--- src/design/enacc_pkg.sv ---
`default_nettype none
package enacc_pkg;

    localparam int DW = 64;
    localparam int MUL_STEPS = 3;
    localparam int SQRT_STEPS = 53;

    localparam logic [63:0] QNAN_BITS = 64'h7FF8_0000_0000_0000;
    localparam logic [63:0] INF_BITS  = 64'h7FF0_0000_0000_0000;
    localparam logic [10:0] EXP_ALL1  = 11'h7FF;

    // partial product select for the square
    localparam logic [1:0] MUL_LL = 2'd0;
    localparam logic [1:0] MUL_HL = 2'd1;
    localparam logic [1:0] MUL_HH = 2'd2;

    typedef struct packed {
        logic       load_elem;
        logic       norm_step;
        logic       mul_step;
        logic [1:0] mul_sel;
        logic       mul_round;
        logic       add_op;
        logic       add_round;
        logic       sqrt_load;
        logic       sqrt_init;
        logic       sqrt_step;
        logic       out_write;
    } enacc_cmd_t;

    typedef struct packed {
        logic man_norm;
        logic spec;
        logic out_busy;
    } enacc_stat_t;

endpackage
`default_nettype wire

--- src/design/euclidean_norm_accumulator.sv ---
// element request: normalize check, three 27x27 partial products, product round, align-add,
// sum round, plus one normalize shift per leading zero of a subnormal element; a zero,
// infinite or nan element skips the multiply and product round; a last request then adds the
// 53-step root recurrence, plus one normalize shift per leading zero of a subnormal sum, or skips
// it for a zero, infinite or nan sum, plus any stall while the previous result waits in the output register
// reset: synchronous active-low aresetn clears the sum to +0.0 and drops m_tvalid
`default_nettype none
module euclidean_norm_accumulator (
    input  wire                          aclk,
    input  wire                          aresetn,
    // input requests
    input  wire                          s_tvalid,
    output logic                         s_tready,
    input  wire  [enacc_pkg::DW-1:0]     s_tdata,   // element_bits[63:0]
    input  wire                          s_tlast,   // last_element
    input  wire  [0:0]                   s_tuser,   // no_element
    // result requests
    output logic                         m_tvalid,
    input  wire                          m_tready,
    output logic [enacc_pkg::DW-1:0]     m_tdata    // norm_bits[63:0]
);
    import enacc_pkg::*;

    enacc_cmd_t  cmd;
    enacc_stat_t stat;

    // sequencer: walks square, add and root steps
    enacc_ctrl u_ctrl (
        .aclk     (aclk),
        .aresetn  (aresetn),
        .s_tvalid (s_tvalid),
        .s_tlast  (s_tlast),
        .s_none   (s_tuser[0]),
        .s_tready (s_tready),
        .cmd      (cmd),
        .stat     (stat)
    );

    // arithmetic: multiplier, aligner/adder, root recurrence, output register
    enacc_dp u_dp (
        .aclk     (aclk),
        .aresetn  (aresetn),
        .s_tdata  (s_tdata),
        .cmd      (cmd),
        .stat     (stat),
        .m_tvalid (m_tvalid),
        .m_tready (m_tready),
        .m_tdata  (m_tdata)
    );

    // a result is never written over one still waiting
    a_no_overwrite: assert property (@(posedge aclk) disable iff (!aresetn)
        cmd.out_write |-> !(m_tvalid && !m_tready))
        else $error("result overwritten");

    // an empty request that is not last is dropped at once
    a_empty_skip: assert property (@(posedge aclk) disable iff (!aresetn)
        (s_tvalid && s_tready && s_tuser[0] && !s_tlast) |=> s_tready)
        else $error("empty request stalled input");

    // a final empty request starts the root and blocks input
    a_empty_last: assert property (@(posedge aclk) disable iff (!aresetn)
        (s_tvalid && s_tready && s_tuser[0] && s_tlast) |=> !s_tready)
        else $error("final empty request did not start root");

    // a result appears only after a write
    a_valid_src: assert property (@(posedge aclk) disable iff (!aresetn)
        $rose(m_tvalid) |-> $past(cmd.out_write))
        else $error("result valid without write");

endmodule
`default_nettype wire

--- src/design/enacc_ctrl.sv ---
`default_nettype none
module enacc_ctrl (
    input  wire                     aclk,
    input  wire                     aresetn,
    input  wire                     s_tvalid,
    input  wire                     s_tlast,
    input  wire                     s_none,
    output logic                    s_tready,
    output enacc_pkg::enacc_cmd_t   cmd,
    input  enacc_pkg::enacc_stat_t  stat
);
    import enacc_pkg::*;

    localparam int CW = $clog2(SQRT_STEPS);

    typedef enum logic [3:0] {
        S_IDLE, S_NORM, S_MUL, S_MRND, S_ADD, S_ARND,
        S_SPREP, S_SNORM, S_SQINIT, S_SQRT, S_SOUT
    } state_t;

    state_t        state_reg, state_next;
    logic [CW-1:0] cnt_reg, cnt_next;
    logic          last_reg, last_next;
    logic          accept;

    assign s_tready = (state_reg == S_IDLE);
    assign accept   = s_tvalid && s_tready;

    always_comb begin
        cmd        = '0;
        state_next = state_reg;
        cnt_next   = cnt_reg;
        last_next  = last_reg;
        unique case (state_reg)
            S_IDLE: begin
                if (accept) begin
                    last_next = s_tlast;
                    if (!s_none) begin
                        cmd.load_elem = 1'b1;
                        state_next    = S_NORM;
                    end else if (s_tlast) begin
                        state_next = S_SPREP;
                    end
                end
            end
            S_NORM: begin
                if (stat.spec) begin
                    state_next = S_ADD;
                end else if (stat.man_norm) begin
                    state_next = S_MUL;
                    cnt_next   = '0;
                end else begin
                    cmd.norm_step = 1'b1;
                end
            end
            S_MUL: begin
                cmd.mul_step = 1'b1;
                cmd.mul_sel  = cnt_reg[1:0];
                if (cnt_reg == CW'(MUL_STEPS - 1)) begin
                    state_next = S_MRND;
                end else begin
                    cnt_next = cnt_reg + 1'b1;
                end
            end
            S_MRND: begin
                cmd.mul_round = 1'b1;
                state_next    = S_ADD;
            end
            S_ADD: begin
                cmd.add_op = 1'b1;
                state_next = S_ARND;
            end
            S_ARND: begin
                cmd.add_round = 1'b1;
                state_next    = last_reg ? S_SPREP : S_IDLE;
            end
            S_SPREP: begin
                cmd.sqrt_load = 1'b1;
                state_next    = S_SNORM;
            end
            S_SNORM: begin
                if (stat.spec) begin
                    state_next = S_SOUT;
                end else if (stat.man_norm) begin
                    state_next = S_SQINIT;
                end else begin
                    cmd.norm_step = 1'b1;
                end
            end
            S_SQINIT: begin
                cmd.sqrt_init = 1'b1;
                cnt_next      = '0;
                state_next    = S_SQRT;
            end
            S_SQRT: begin
                cmd.sqrt_step = 1'b1;
                if (cnt_reg == CW'(SQRT_STEPS - 1)) begin
                    state_next = S_SOUT;
                end else begin
                    cnt_next = cnt_reg + 1'b1;
                end
            end
            S_SOUT: begin
                if (!stat.out_busy) begin
                    cmd.out_write = 1'b1;
                    state_next    = S_IDLE;
                end
            end
            default: state_next = S_IDLE;
        endcase
    end

    always_ff @(posedge aclk) begin
        if (!aresetn) begin
            state_reg <= S_IDLE;
            cnt_reg   <= '0;
            last_reg  <= 1'b0;
        end else begin
            state_reg <= state_next;
            cnt_reg   <= cnt_next;
            last_reg  <= last_next;
        end
    end

endmodule
`default_nettype wire

--- src/design/enacc_dp.sv ---
`default_nettype none
module enacc_dp (
    input  wire                          aclk,
    input  wire                          aresetn,
    input  wire  [enacc_pkg::DW-1:0]     s_tdata,
    input  enacc_pkg::enacc_cmd_t        cmd,
    output enacc_pkg::enacc_stat_t       stat,
    output logic                         m_tvalid,
    input  wire                          m_tready,
    output logic [enacc_pkg::DW-1:0]     m_tdata
);
    import enacc_pkg::*;

    function automatic logic [53:0] rne(input logic [52:0] sig, input logic g,
                                        input logic st);
        return {1'b0, sig} + 54'(g & (st | sig[0]));
    endfunction

    // shared normalizer operand
    logic [53:0]        man_reg, man_next;
    logic signed [12:0] exp_reg, exp_next;
    logic               spec_reg, spec_next;
    logic [63:0]        spec_val_reg, spec_val_next;
    // square
    logic [105:0]       acc_reg, acc_next;
    logic [63:0]        prod_reg, prod_next;
    // accumulate
    logic [63:0]        sum_reg, sum_next;
    logic [56:0]        add_sum_reg, add_sum_next;
    logic [11:0]        add_exp_reg, add_exp_next;
    logic               add_spec_reg, add_spec_next;
    logic [63:0]        add_sval_reg, add_sval_next;
    // square root
    logic [53:0]        rad_reg, rad_next;
    logic [55:0]        rem_reg, rem_next;
    logic [53:0]        q_reg, q_next;
    logic [10:0]        re_reg, re_next;
    logic [63:0]        out_reg, out_next;
    logic               out_valid_reg, out_valid_next;

    // operand unpack
    logic [10:0]        x_expf;
    logic [51:0]        x_frac;
    logic               x_zero, x_infnan, x_nz;
    logic signed [12:0] x_eext;

    // multiplier
    logic [26:0]        mul_a, mul_b;
    logic [53:0]        mprod;

    // product rounding
    logic               m_top, m_g, m_st, m_g2, m_st2, m_lost;
    logic signed [12:0] m_pe, m_sh;
    logic [5:0]         m_shc;
    logic [52:0]        m_sig, m_sig2;
    logic [53:0]        m_v, m_vs, m_rnd, m_rnd2;
    logic [10:0]        m_bexp;

    // adder
    logic [10:0]        a_expf, b_expf, a_e, b_e, big_e, sml_e, d_e;
    logic [52:0]        a_m, b_m, big_m, sml_m;
    logic               a_nan, b_nan;
    logic [5:0]         d_c;
    logic [55:0]        sml_x, sml_sh;
    logic               sml_lost;
    logic               r_c;
    logic [55:0]        r_m;
    logic [11:0]        r_e;
    logic [53:0]        r_rnd;

    // square root
    logic               s_odd, s_ge;
    logic [53:0]        s_m2;
    logic signed [12:0] s_e2, s_se;
    logic [55:0]        s_r2, s_t;
    logic [53:0]        s_q;

    assign x_expf   = cmd.load_elem ? s_tdata[62:52] : sum_reg[62:52];
    assign x_frac   = cmd.load_elem ? s_tdata[51:0]  : sum_reg[51:0];
    assign x_zero   = (x_expf == '0) && (x_frac == '0);
    assign x_infnan = (x_expf == EXP_ALL1);
    assign x_nz     = (x_expf != '0);
    assign x_eext   = $signed({2'b00, x_expf});

    always_comb begin
        mul_a = man_reg[26:0];
        mul_b = man_reg[26:0];
        case (cmd.mul_sel)
            MUL_HL:  mul_a = {1'b0, man_reg[52:27]};
            MUL_HH: begin
                mul_a = {1'b0, man_reg[52:27]};
                mul_b = {1'b0, man_reg[52:27]};
            end
            default: ;
        endcase
    end
    assign mprod = mul_a * mul_b;

    // product round and pack
    always_comb begin
        m_top  = acc_reg[105];
        m_pe   = (exp_reg <<< 1) + 13'(m_top);
        m_sig  = m_top ? acc_reg[105:53] : acc_reg[104:52];
        m_g    = m_top ? acc_reg[52] : acc_reg[51];
        m_st   = m_top ? (|acc_reg[51:0]) : (|acc_reg[50:0]);
        m_rnd  = rne(m_sig, m_g, m_st);
        m_bexp = 11'(m_pe + 13'sd1022);
        // subnormal result: denormalize before rounding
        m_sh   = -13'sd1022 - m_pe;
        m_shc  = (m_sh > 13'sd63) ? 6'd63 : m_sh[5:0];
        m_v    = {m_sig, m_g};
        m_vs   = m_v >> m_shc;
        m_lost = |(m_v & ~({54{1'b1}} << m_shc));
        m_sig2 = m_vs[53:1];
        m_g2   = m_vs[0];
        m_st2  = m_st | m_lost;
        m_rnd2 = rne(m_sig2, m_g2, m_st2);
    end

    // aligned add of two nonnegative values
    always_comb begin
        a_expf   = sum_reg[62:52];
        b_expf   = prod_reg[62:52];
        a_nan    = (a_expf == EXP_ALL1) && (sum_reg[51:0] != '0);
        b_nan    = (b_expf == EXP_ALL1) && (prod_reg[51:0] != '0);
        a_e      = (a_expf == '0) ? 11'd1 : a_expf;
        b_e      = (b_expf == '0) ? 11'd1 : b_expf;
        a_m      = {a_expf != '0, sum_reg[51:0]};
        b_m      = {b_expf != '0, prod_reg[51:0]};
        if (b_e > a_e) begin
            big_e = b_e; big_m = b_m; sml_e = a_e; sml_m = a_m;
        end else begin
            big_e = a_e; big_m = a_m; sml_e = b_e; sml_m = b_m;
        end
        d_e      = big_e - sml_e;
        d_c      = (d_e > 11'd63) ? 6'd63 : d_e[5:0];
        sml_x    = {sml_m, 3'b000};
        sml_sh   = sml_x >> d_c;
        sml_lost = |(sml_x & ~({56{1'b1}} << d_c));
        // carry out of the sum shifts one place right
        r_c      = add_sum_reg[56];
        r_m      = r_c ? {add_sum_reg[56:2], add_sum_reg[1] | add_sum_reg[0]}
                       : add_sum_reg[55:0];
        r_e      = add_exp_reg + 12'(r_c);
        r_rnd    = rne(r_m[55:3], r_m[2], |r_m[1:0]);
    end

    // root recurrence, two radicand bits a step
    always_comb begin
        s_odd = exp_reg[0];
        s_m2  = s_odd ? (man_reg << 1) : man_reg;
        s_e2  = s_odd ? (exp_reg - 13'sd1) : exp_reg;
        s_se  = s_e2 + 13'sd52;
        s_r2  = {rem_reg[53:0], rad_reg[53:52]};
        s_t   = {q_reg, 2'b01};
        s_ge  = (s_r2 >= s_t);
        s_q   = q_reg + 54'(rem_reg > {2'b00, q_reg});
    end

    always_comb begin
        man_next       = man_reg;
        exp_next       = exp_reg;
        spec_next      = spec_reg;
        spec_val_next  = spec_val_reg;
        acc_next       = acc_reg;
        prod_next      = prod_reg;
        sum_next       = sum_reg;
        add_sum_next   = add_sum_reg;
        add_exp_next   = add_exp_reg;
        add_spec_next  = add_spec_reg;
        add_sval_next  = add_sval_reg;
        rad_next       = rad_reg;
        rem_next       = rem_reg;
        q_next         = q_reg;
        re_next        = re_reg;
        out_next       = out_reg;
        out_valid_next = out_valid_reg && !m_tready;

        if (cmd.load_elem) begin
            man_next  = {1'b0, x_nz, x_frac};
            exp_next  = x_nz ? (x_eext - 13'sd1023) : -13'sd1022;
            spec_next = x_zero || x_infnan;
            if (x_infnan) begin
                prod_next = (x_frac != '0) ? QNAN_BITS : INF_BITS;
            end else begin
                prod_next = '0;
            end
        end
        if (cmd.sqrt_load) begin
            man_next      = {1'b0, x_nz, x_frac};
            exp_next      = x_nz ? (x_eext - 13'sd1075) : -13'sd1074;
            spec_next     = x_zero || x_infnan;
            spec_val_next = (x_infnan && (x_frac != '0)) ? QNAN_BITS : sum_reg;
        end
        if (cmd.norm_step) begin
            man_next = man_reg << 1;
            exp_next = exp_reg - 13'sd1;
        end
        if (cmd.mul_step) begin
            case (cmd.mul_sel)
                MUL_LL:  acc_next = 106'(mprod);
                MUL_HL:  acc_next = acc_reg + (106'(mprod) << 28);
                default: acc_next = acc_reg + (106'(mprod) << 54);
            endcase
        end
        if (cmd.mul_round) begin
            if (m_pe > 13'sd1023) begin
                prod_next = INF_BITS;
            end else if (m_pe >= -13'sd1022) begin
                prod_next = {1'b0, m_bexp, 52'b0} + 64'(m_rnd);
            end else begin
                prod_next = 64'(m_rnd2);
            end
        end
        if (cmd.add_op) begin
            add_spec_next = (a_expf == EXP_ALL1) || (b_expf == EXP_ALL1);
            add_sval_next = (a_nan || b_nan) ? QNAN_BITS : INF_BITS;
            add_sum_next  = {1'b0, big_m, 3'b000}
                          + {1'b0, sml_sh[55:1], sml_sh[0] | sml_lost};
            add_exp_next  = {1'b0, big_e};
        end
        if (cmd.add_round) begin
            if (add_spec_reg) begin
                sum_next = add_sval_reg;
            end else if (r_e >= 12'd2047) begin
                sum_next = INF_BITS;
            end else begin
                sum_next = {1'b0, 11'(r_e - 12'd1), 52'b0} + 64'(r_rnd);
            end
        end
        if (cmd.sqrt_init) begin
            rad_next = s_m2;
            rem_next = '0;
            q_next   = '0;
            re_next  = 11'((s_se >>> 1) + 13'sd1023);
        end
        if (cmd.sqrt_step) begin
            rem_next = s_ge ? (s_r2 - s_t) : s_r2;
            q_next   = {q_reg[52:0], s_ge};
            rad_next = rad_reg << 2;
        end
        if (cmd.out_write) begin
            out_next       = spec_reg ? spec_val_reg
                                      : ({1'b0, re_reg - 11'd1, 52'b0} + 64'(s_q));
            out_valid_next = 1'b1;
            sum_next       = '0;
        end
    end

    always_ff @(posedge aclk) begin
        if (!aresetn) begin
            sum_reg       <= '0;
            out_valid_reg <= 1'b0;
        end else begin
            sum_reg       <= sum_next;
            out_valid_reg <= out_valid_next;
        end
    end

    always_ff @(posedge aclk) begin
        man_reg      <= man_next;
        exp_reg      <= exp_next;
        spec_reg     <= spec_next;
        spec_val_reg <= spec_val_next;
        acc_reg      <= acc_next;
        prod_reg     <= prod_next;
        add_sum_reg  <= add_sum_next;
        add_exp_reg  <= add_exp_next;
        add_spec_reg <= add_spec_next;
        add_sval_reg <= add_sval_next;
        rad_reg      <= rad_next;
        rem_reg      <= rem_next;
        q_reg        <= q_next;
        re_reg       <= re_next;
        out_reg      <= out_next;
    end

    assign stat.man_norm = man_reg[52];
    assign stat.spec     = spec_reg;
    assign stat.out_busy = out_valid_reg && !m_tready;
    assign m_tvalid      = out_valid_reg;
    assign m_tdata       = out_reg;

endmodule
`default_nettype wire
--- config.mk ---
export PLATFORM = sky130hd
export DESIGN_NAME = euclidean_norm_accumulator
export DESIGN_NICKNAME = d
export VERILOG_FILES = /design/src/design/enacc_pkg.sv /design/src/design/euclidean_norm_accumulator.sv /design/src/design/enacc_ctrl.sv /design/src/design/enacc_dp.sv
export SDC_FILE = /design/constraint.sdc
export NUM_CORES = 2
export LEC_CHECK = 0
export BUFFER_PORTS_ARGS = -buffer_cell sky130_fd_sc_hd__buf_4
export CORE_MARGIN = 3
export CORE_UTILIZATION = 66
export CTS_CLUSTER_DIAMETER = 50
export DETAILED_ROUTE_END_ITERATION = 8
export HOLD_SLACK_MARGIN = 0.08
export PLACE_DENSITY_LB_ADDON = 0.2
export SLEW_MARGIN = 20
export SYNTH_ARGS = -nofsm -noshare
export SYNTH_HDL_FRONTEND = slang
export SYNTH_SLANG_ARGS = --single-unit
--- constraint.sdc ---
create_clock -name aclk -period 19.3 [get_ports aclk]
set_input_delay 0.965 -clock aclk [delete_from_list [all_inputs] [get_ports aclk]]
set_output_delay 0.965 -clock aclk [all_outputs]
set_load 0.05 [all_outputs]
# Word level (Yosys, flattened, before mapping)
# Cells that the tools add are included.
[classes] add_sub_neg=24 n_mul=1 n_lt_le_gt_ge=8 n_eq_ne=28 n_shift=4 n_mux=79 n_bitwise=14 n_reduce_logical=38
[ops] op="$mux W54" n=8
[ops] op="$mux W63" n=5
[ops] op="$mux W56" n=4
[ops] op="$pmux W106 S2" n=1
[ops] op="$mux W64" n=3
[ops] op="$add A53 B54 Y54" n=3
[ops] op="$and A1 B54 Y54" n=3
[ops] op="$mux W53" n=3
[ops] op="$mux W52" n=3
[ops] op="$reduce_bool A52 Y1" n=3
[ops] op="$add A63 B54 Y64" n=2
[ops] op="$add A106 B106 Y106" n=1
[ops] op="$add A106 B82 Y106" n=1
[ops] op="$mux W13" n=5
[ops] op="$add A63 B54 Y63" n=1
[ops] op="$add A56 B56 Y57" n=1
[ops] op="$and A56 B56 Y56" n=1
[ops] op="$ge A56 B56 Y1" n=1
[ops] op="$gt A56 B54 Y1" n=1
[ops] op="$not A56 Y56" n=1
[ops] op="$reduce_or A56 Y1" n=1
[ops] op="$shl A56 B6 Y56 const A" n=1
[ops] op="$shr A56 B6 Y56" n=1
[ops] op="$sub A56 B56 Y56" n=1
[ops] op="other kinds (65)" n=141
[word_totals] ff_bits=749 in_bits=70 output_inout_bits=66 word_cells=218

# Longest topological paths before layout
[depth] word_depth=15 mapped_depth=54 mapped_depth_nobuf=50

# Modules after synthesis
# From an unflattened synthesis, not the netlist that was laid out.
[unflattened] hier_cells=10041 area_unflattened_um2=84726.3
[by_module_without_submodules] mod="enacc_dp" instances=1 cells_per_inst=9917 area_per_inst_um2=83721.5 seq_area_each_um2=19558.8
[by_module_without_submodules] mod="enacc_ctrl" instances=1 cells_per_inst=124 area_per_inst_um2=1004.7 seq_area_each_um2=220.2

# Worst setup path before layout
# Ideal clock, no wire load.
[synth_timing] path_kind="register to register" from="register u_ctrl.state_reg[0]" to="register u_dp.acc_reg[103] (data pin)" setup_ns=0.271 arrival_ns=15.812 required_ns=19.029 setup_slack_ns=3.217 stages_incl_launch_ff=50 path_buffers=6 period_less_slack_ns=16.083 cell_sequence="dfxtp_1 -> clkbuf_1 -> nand2b_1 -> nor3_1 -> nand2_1 -> clkbuf_1 -> ha_1 -> clkbuf_1 -> clkbuf_1 -> mux2i_1 -> clkbuf_1 -> nor2_1 -> fa_1 -> fa_1 -> inv_1 -> fa_1 -> fa_1 -> inv_1 -> [14 not listed] -> a21oi_1 -> xnor2_1 -> ha_1 -> nor2b_1 -> o21ai_0 -> nand2b_1 -> a21o_1 -> a21o_1 -> a21oi_1 -> o41ai_1 -> a221o_1 -> a41o_1 -> nor4_1 -> or3_1 -> clkbuf_1 -> nor2_1 -> xnor2_1 -> o22ai_1"
[synth_via] elab_chain_len=8 elab_cells_between_ends=12 cone_classes="add/sub (2); mul (1); eq/ne (3); mux (4); reduce/logical (2)"
[synth_lines] item="start: declaration" line="enacc_ctrl.sv:21" rtl="state_t state_reg, state_next;"
[synth_lines] item="start signal: assignment" line="enacc_ctrl.sv:119" rtl="state_reg <= state_next;"
[synth_lines] item="$eq A4 B2 Y1 (*)" line="enacc_ctrl.sv:34" rtl="unique case (state_reg)"
[synth_lines] item="$mux W3 (*)" line="enacc_ctrl.sv:34"
[synth_lines] item="$eq A2 B2 Y1 / $eq A2 B1 Y1 (equally long branches)" line="enacc_dp.sv:88, enacc_dp.sv:200"
[synth_lines] item="$reduce_or A2 Y1 (no source line)"
[synth_lines] item="$mux W27" line="enacc_dp.sv:88" rtl="case (cmd.mul_sel)"
[synth_lines] item="$mul A27 B27 Y54" line="enacc_dp.sv:97" rtl="assign mprod = mul_a * mul_b;"
[synth_lines] item="$add A106 B106 Y106 / $add A106 B82 Y106 (equally long branches)" line="enacc_dp.sv:203, enacc_dp.sv:202"
[synth_lines] item="$pmux W106 S2 (*)" line="enacc_dp.sv:200" rtl="case (cmd.mul_sel)"
[synth_lines] item="end signal: assignment" line="enacc_dp.sv:265" rtl="acc_reg <= acc_next;"
[synth_lines] item="end: declaration" line="enacc_dp.sv:25" rtl="logic [105:0] acc_reg, acc_next;"
# Every way passes the cells marked *; elsewhere a longest branch is shown, timed or not.
# A chain may end at the register's enable or synchronous reset.

# Worst setup path after layout
[layout_timing] from="register u_ctrl.state_reg[0]" to="register u_dp.acc_reg[104] (data pin)"
# Same word-level chain as after synthesis.

==> out/qor.yml <==
critPathMaxFanout: 60
yosysMostFrequentCell: "nand2_1"
pin_count: 136
fillers: 9211
final_util_pct: 71.40
wire_per_inst_um: 27.46
met3_length_um: 44660
dpl_cell_area_sq_um: 85550
rsz0062_at_grt: "false"
synthesis.area_sq_um: 82970
io_buffers: 134
place.gp.congestion: 1.050
end_kind: "flop"
synth_edf_count: 606
cts.clk_slew.worst_paths_ns: 0.06
synth_nets: 10940
finalSetupTns_ns: 0
synthCells: 9776
cp_common_cell: "fa_1"
cts_hold_buffers: 0
antenna_found_initial: 13
first_global_vias: 76580
timing.rr.start: "u_ctrl.state_reg[0]"
grt_max_degree: 119
met2WireLength_um: 133000
numClockSinks: 685
grt.total_usage_pct: 47.09
yosysUniqueCellTypes: 110
grt_pass1_wl_um: 468700
outcome: "complete, no violations"
rows: 129
period_share_pct: 79.19
arrival_ns: 15.68
drc: 0
largest_reg_flops: 106
cts-root-buf: "clkbuf_16"
hpwl_um: 234600
period_needed_ns: 15.28
die_x_um: 360.6
grt_remaining_overflow: 0
critical_path_class: "reg -> reg"
cts_tree: "done"
dr.first_iter.drc_count: 12680
fp.dieArea_sq_um: 130000
ys_ff_latch: 685
critPathMaxStageDelay_ns: 1.06
cts_buffer_depth: 3
die_y_um: 360.6
top_layer_used: "met5"
placedCellCount: 11200
wl_met1_um: 110000
r2r_end: "u_dp.acc_reg[104]"
multi_input_comb_area_sq_um: 57920
clk_latency_ns: 0.74
drtPass1Iterations: 9
drv_slew: 0
startpoint: "u_ctrl.state_reg[0]"
drv_cap: 0
ant_nets: 0
synth_commonest_cells: "nand2_1, nor2_1, inv_1"
yosysSeqAreaShare_pct: 23.84
ys_top_cells_by_area: "edfxtp_1, fa_1, ha_1"
hold_violations: 0
hp-class: "reg -> reg"
r2r_slack_ns: 4.02
via_per_inst: 6.934
drive_above_1_share_pct: 7.537
nets: 10820
fmax_mhz: 65.43
stdcell_count: 11370
ys_warn_count: 0
cp.required_ns: 19.69
vias: 78850
numCtsBuffers: 88
max_slew_margin_pct: 18.51
wl_um: 312300
endpoint: "u_dp.acc_reg[104]"
start_kind: "flop"
fin_skew_ns: 0.07509
yosys_most_used_dff: "edfxtp_1"
seq_area_sq_um: 19780
synth.largest_area_cell: "edfxtp_1"
start_util_pct: 66.76
avgSynthCellArea_sq_um: 8.488
cp_slowest_cell: "mux2i_4"
worstMarginPinSlew_ns: 1.214
cts-resized-gates: 0
synthArstFlopShare_pct: 0
post_cts_buffers: 0
area_growth_pct: 6.943
core_area_sq_um: 124300
netlist.area_leader.share_pct: 21.93
post-route-cell-area_sq_um: 88740
htreeDepth: 3
finalSetupViolations: 0
reg2reg_depth: 42
## area by class of cell
cell class | instances | area share, %
Multi-Input combinational cell | 7636 | 65.27
Tap cell | 1637 | 2.308
Clock buffer | 99 | 2.634
Antenna cell | 9 | 0.02538
Sequential cell | 685 | 22.29
Timing Repair Buffer | 310 | 2.659
Clock inverter | 64 | 0.8615
Inverter | 932 | 3.948
## metrics by stage
stage	setup slack, ns	hold WS [ns]
floorplan	3.217	0.4201
global placement	4.838	0.4336
detailed placement	4.627	0.4446
CTS	4.469	0.4683
global route	3.511	0.4799
finish	4.016	0.4686
## worst max-delay path, delay by kind of cell (launching register included)
family	cells	cell delay, ns
adders and majority gates	10	4.74
AOI/OAI and AO/OA	12	3.65
buffers and inverters	7	2.01
and+or+nand+nor	10	1.90
muxes	1	1.06
xor gates and xnor gates	2	0.86
DFF	1	0.53
## cells by family (layout without fill, tap and decap cells)
logic type	after synthesis	after routing	share of synthesized area, %
xor gates and xnor gates	592	592	6.267
DFF	685	685	23.84
and+or+nand+nor	3413	3413	18.61
adders and majority gates	1100	1100	22.28
buffers and inverters	1455	1405	6.810
AOI/OAI and AO/OA	1978	1978	15.26
other	1	10	0.004519
muxes	552	552	6.930
## layout by cell type, fill, tap and decap left out, types with 80 or more instances in the layout
cell,count
nand2_1,1286
nor2_1,984
inv_1,928
fa_1,630
edfxtp_1,606
a21oi_1,593
ha_1,465
mux2i_1,424
o21ai_0,394
xnor2_1,360
buf_4,308
nand3_1,249
xor2_1,224
a21o_1,173
nor3_1,166
and2_1,132
o22ai_1,114
mux2_2,103
clkbuf_16,91
nor4_1,86
and3_1,82
nand4_1,80
## how the worst min path moves through the flow
stage / endpoint / slack, ns / from / cells past startpoint
final: u_dp.rad_reg[0] / 0.47 / u_dp.rad_reg[0] / 2
after global routing: u_dp.rad_reg[0] / 0.48 / u_dp.rad_reg[0] / 2
after CTS: u_dp.rad_reg[0] / 0.47 / u_dp.rad_reg[0] / 2
after detailed placement: u_dp.rad_reg[1] / 0.44 / u_dp.rad_reg[1] / 2
after global placement: u_dp.rad_reg[0] / 0.43 / u_dp.rad_reg[0] / 2
after floorplan: u_dp.rad_reg[0] / 0.42 / u_dp.rad_reg[0] / 2
## metal layers
layer  GRT usage [%]  vias up
met1           60.11    37540
met4           29.33       12
met3           14.22     1516
met2           70.28     6285
li1                -    33500
met5               0        -
Power is left out: the tool's default activity adds up to more than one toggle a clock period on the data nets, which glitch-free logic cannot reach.
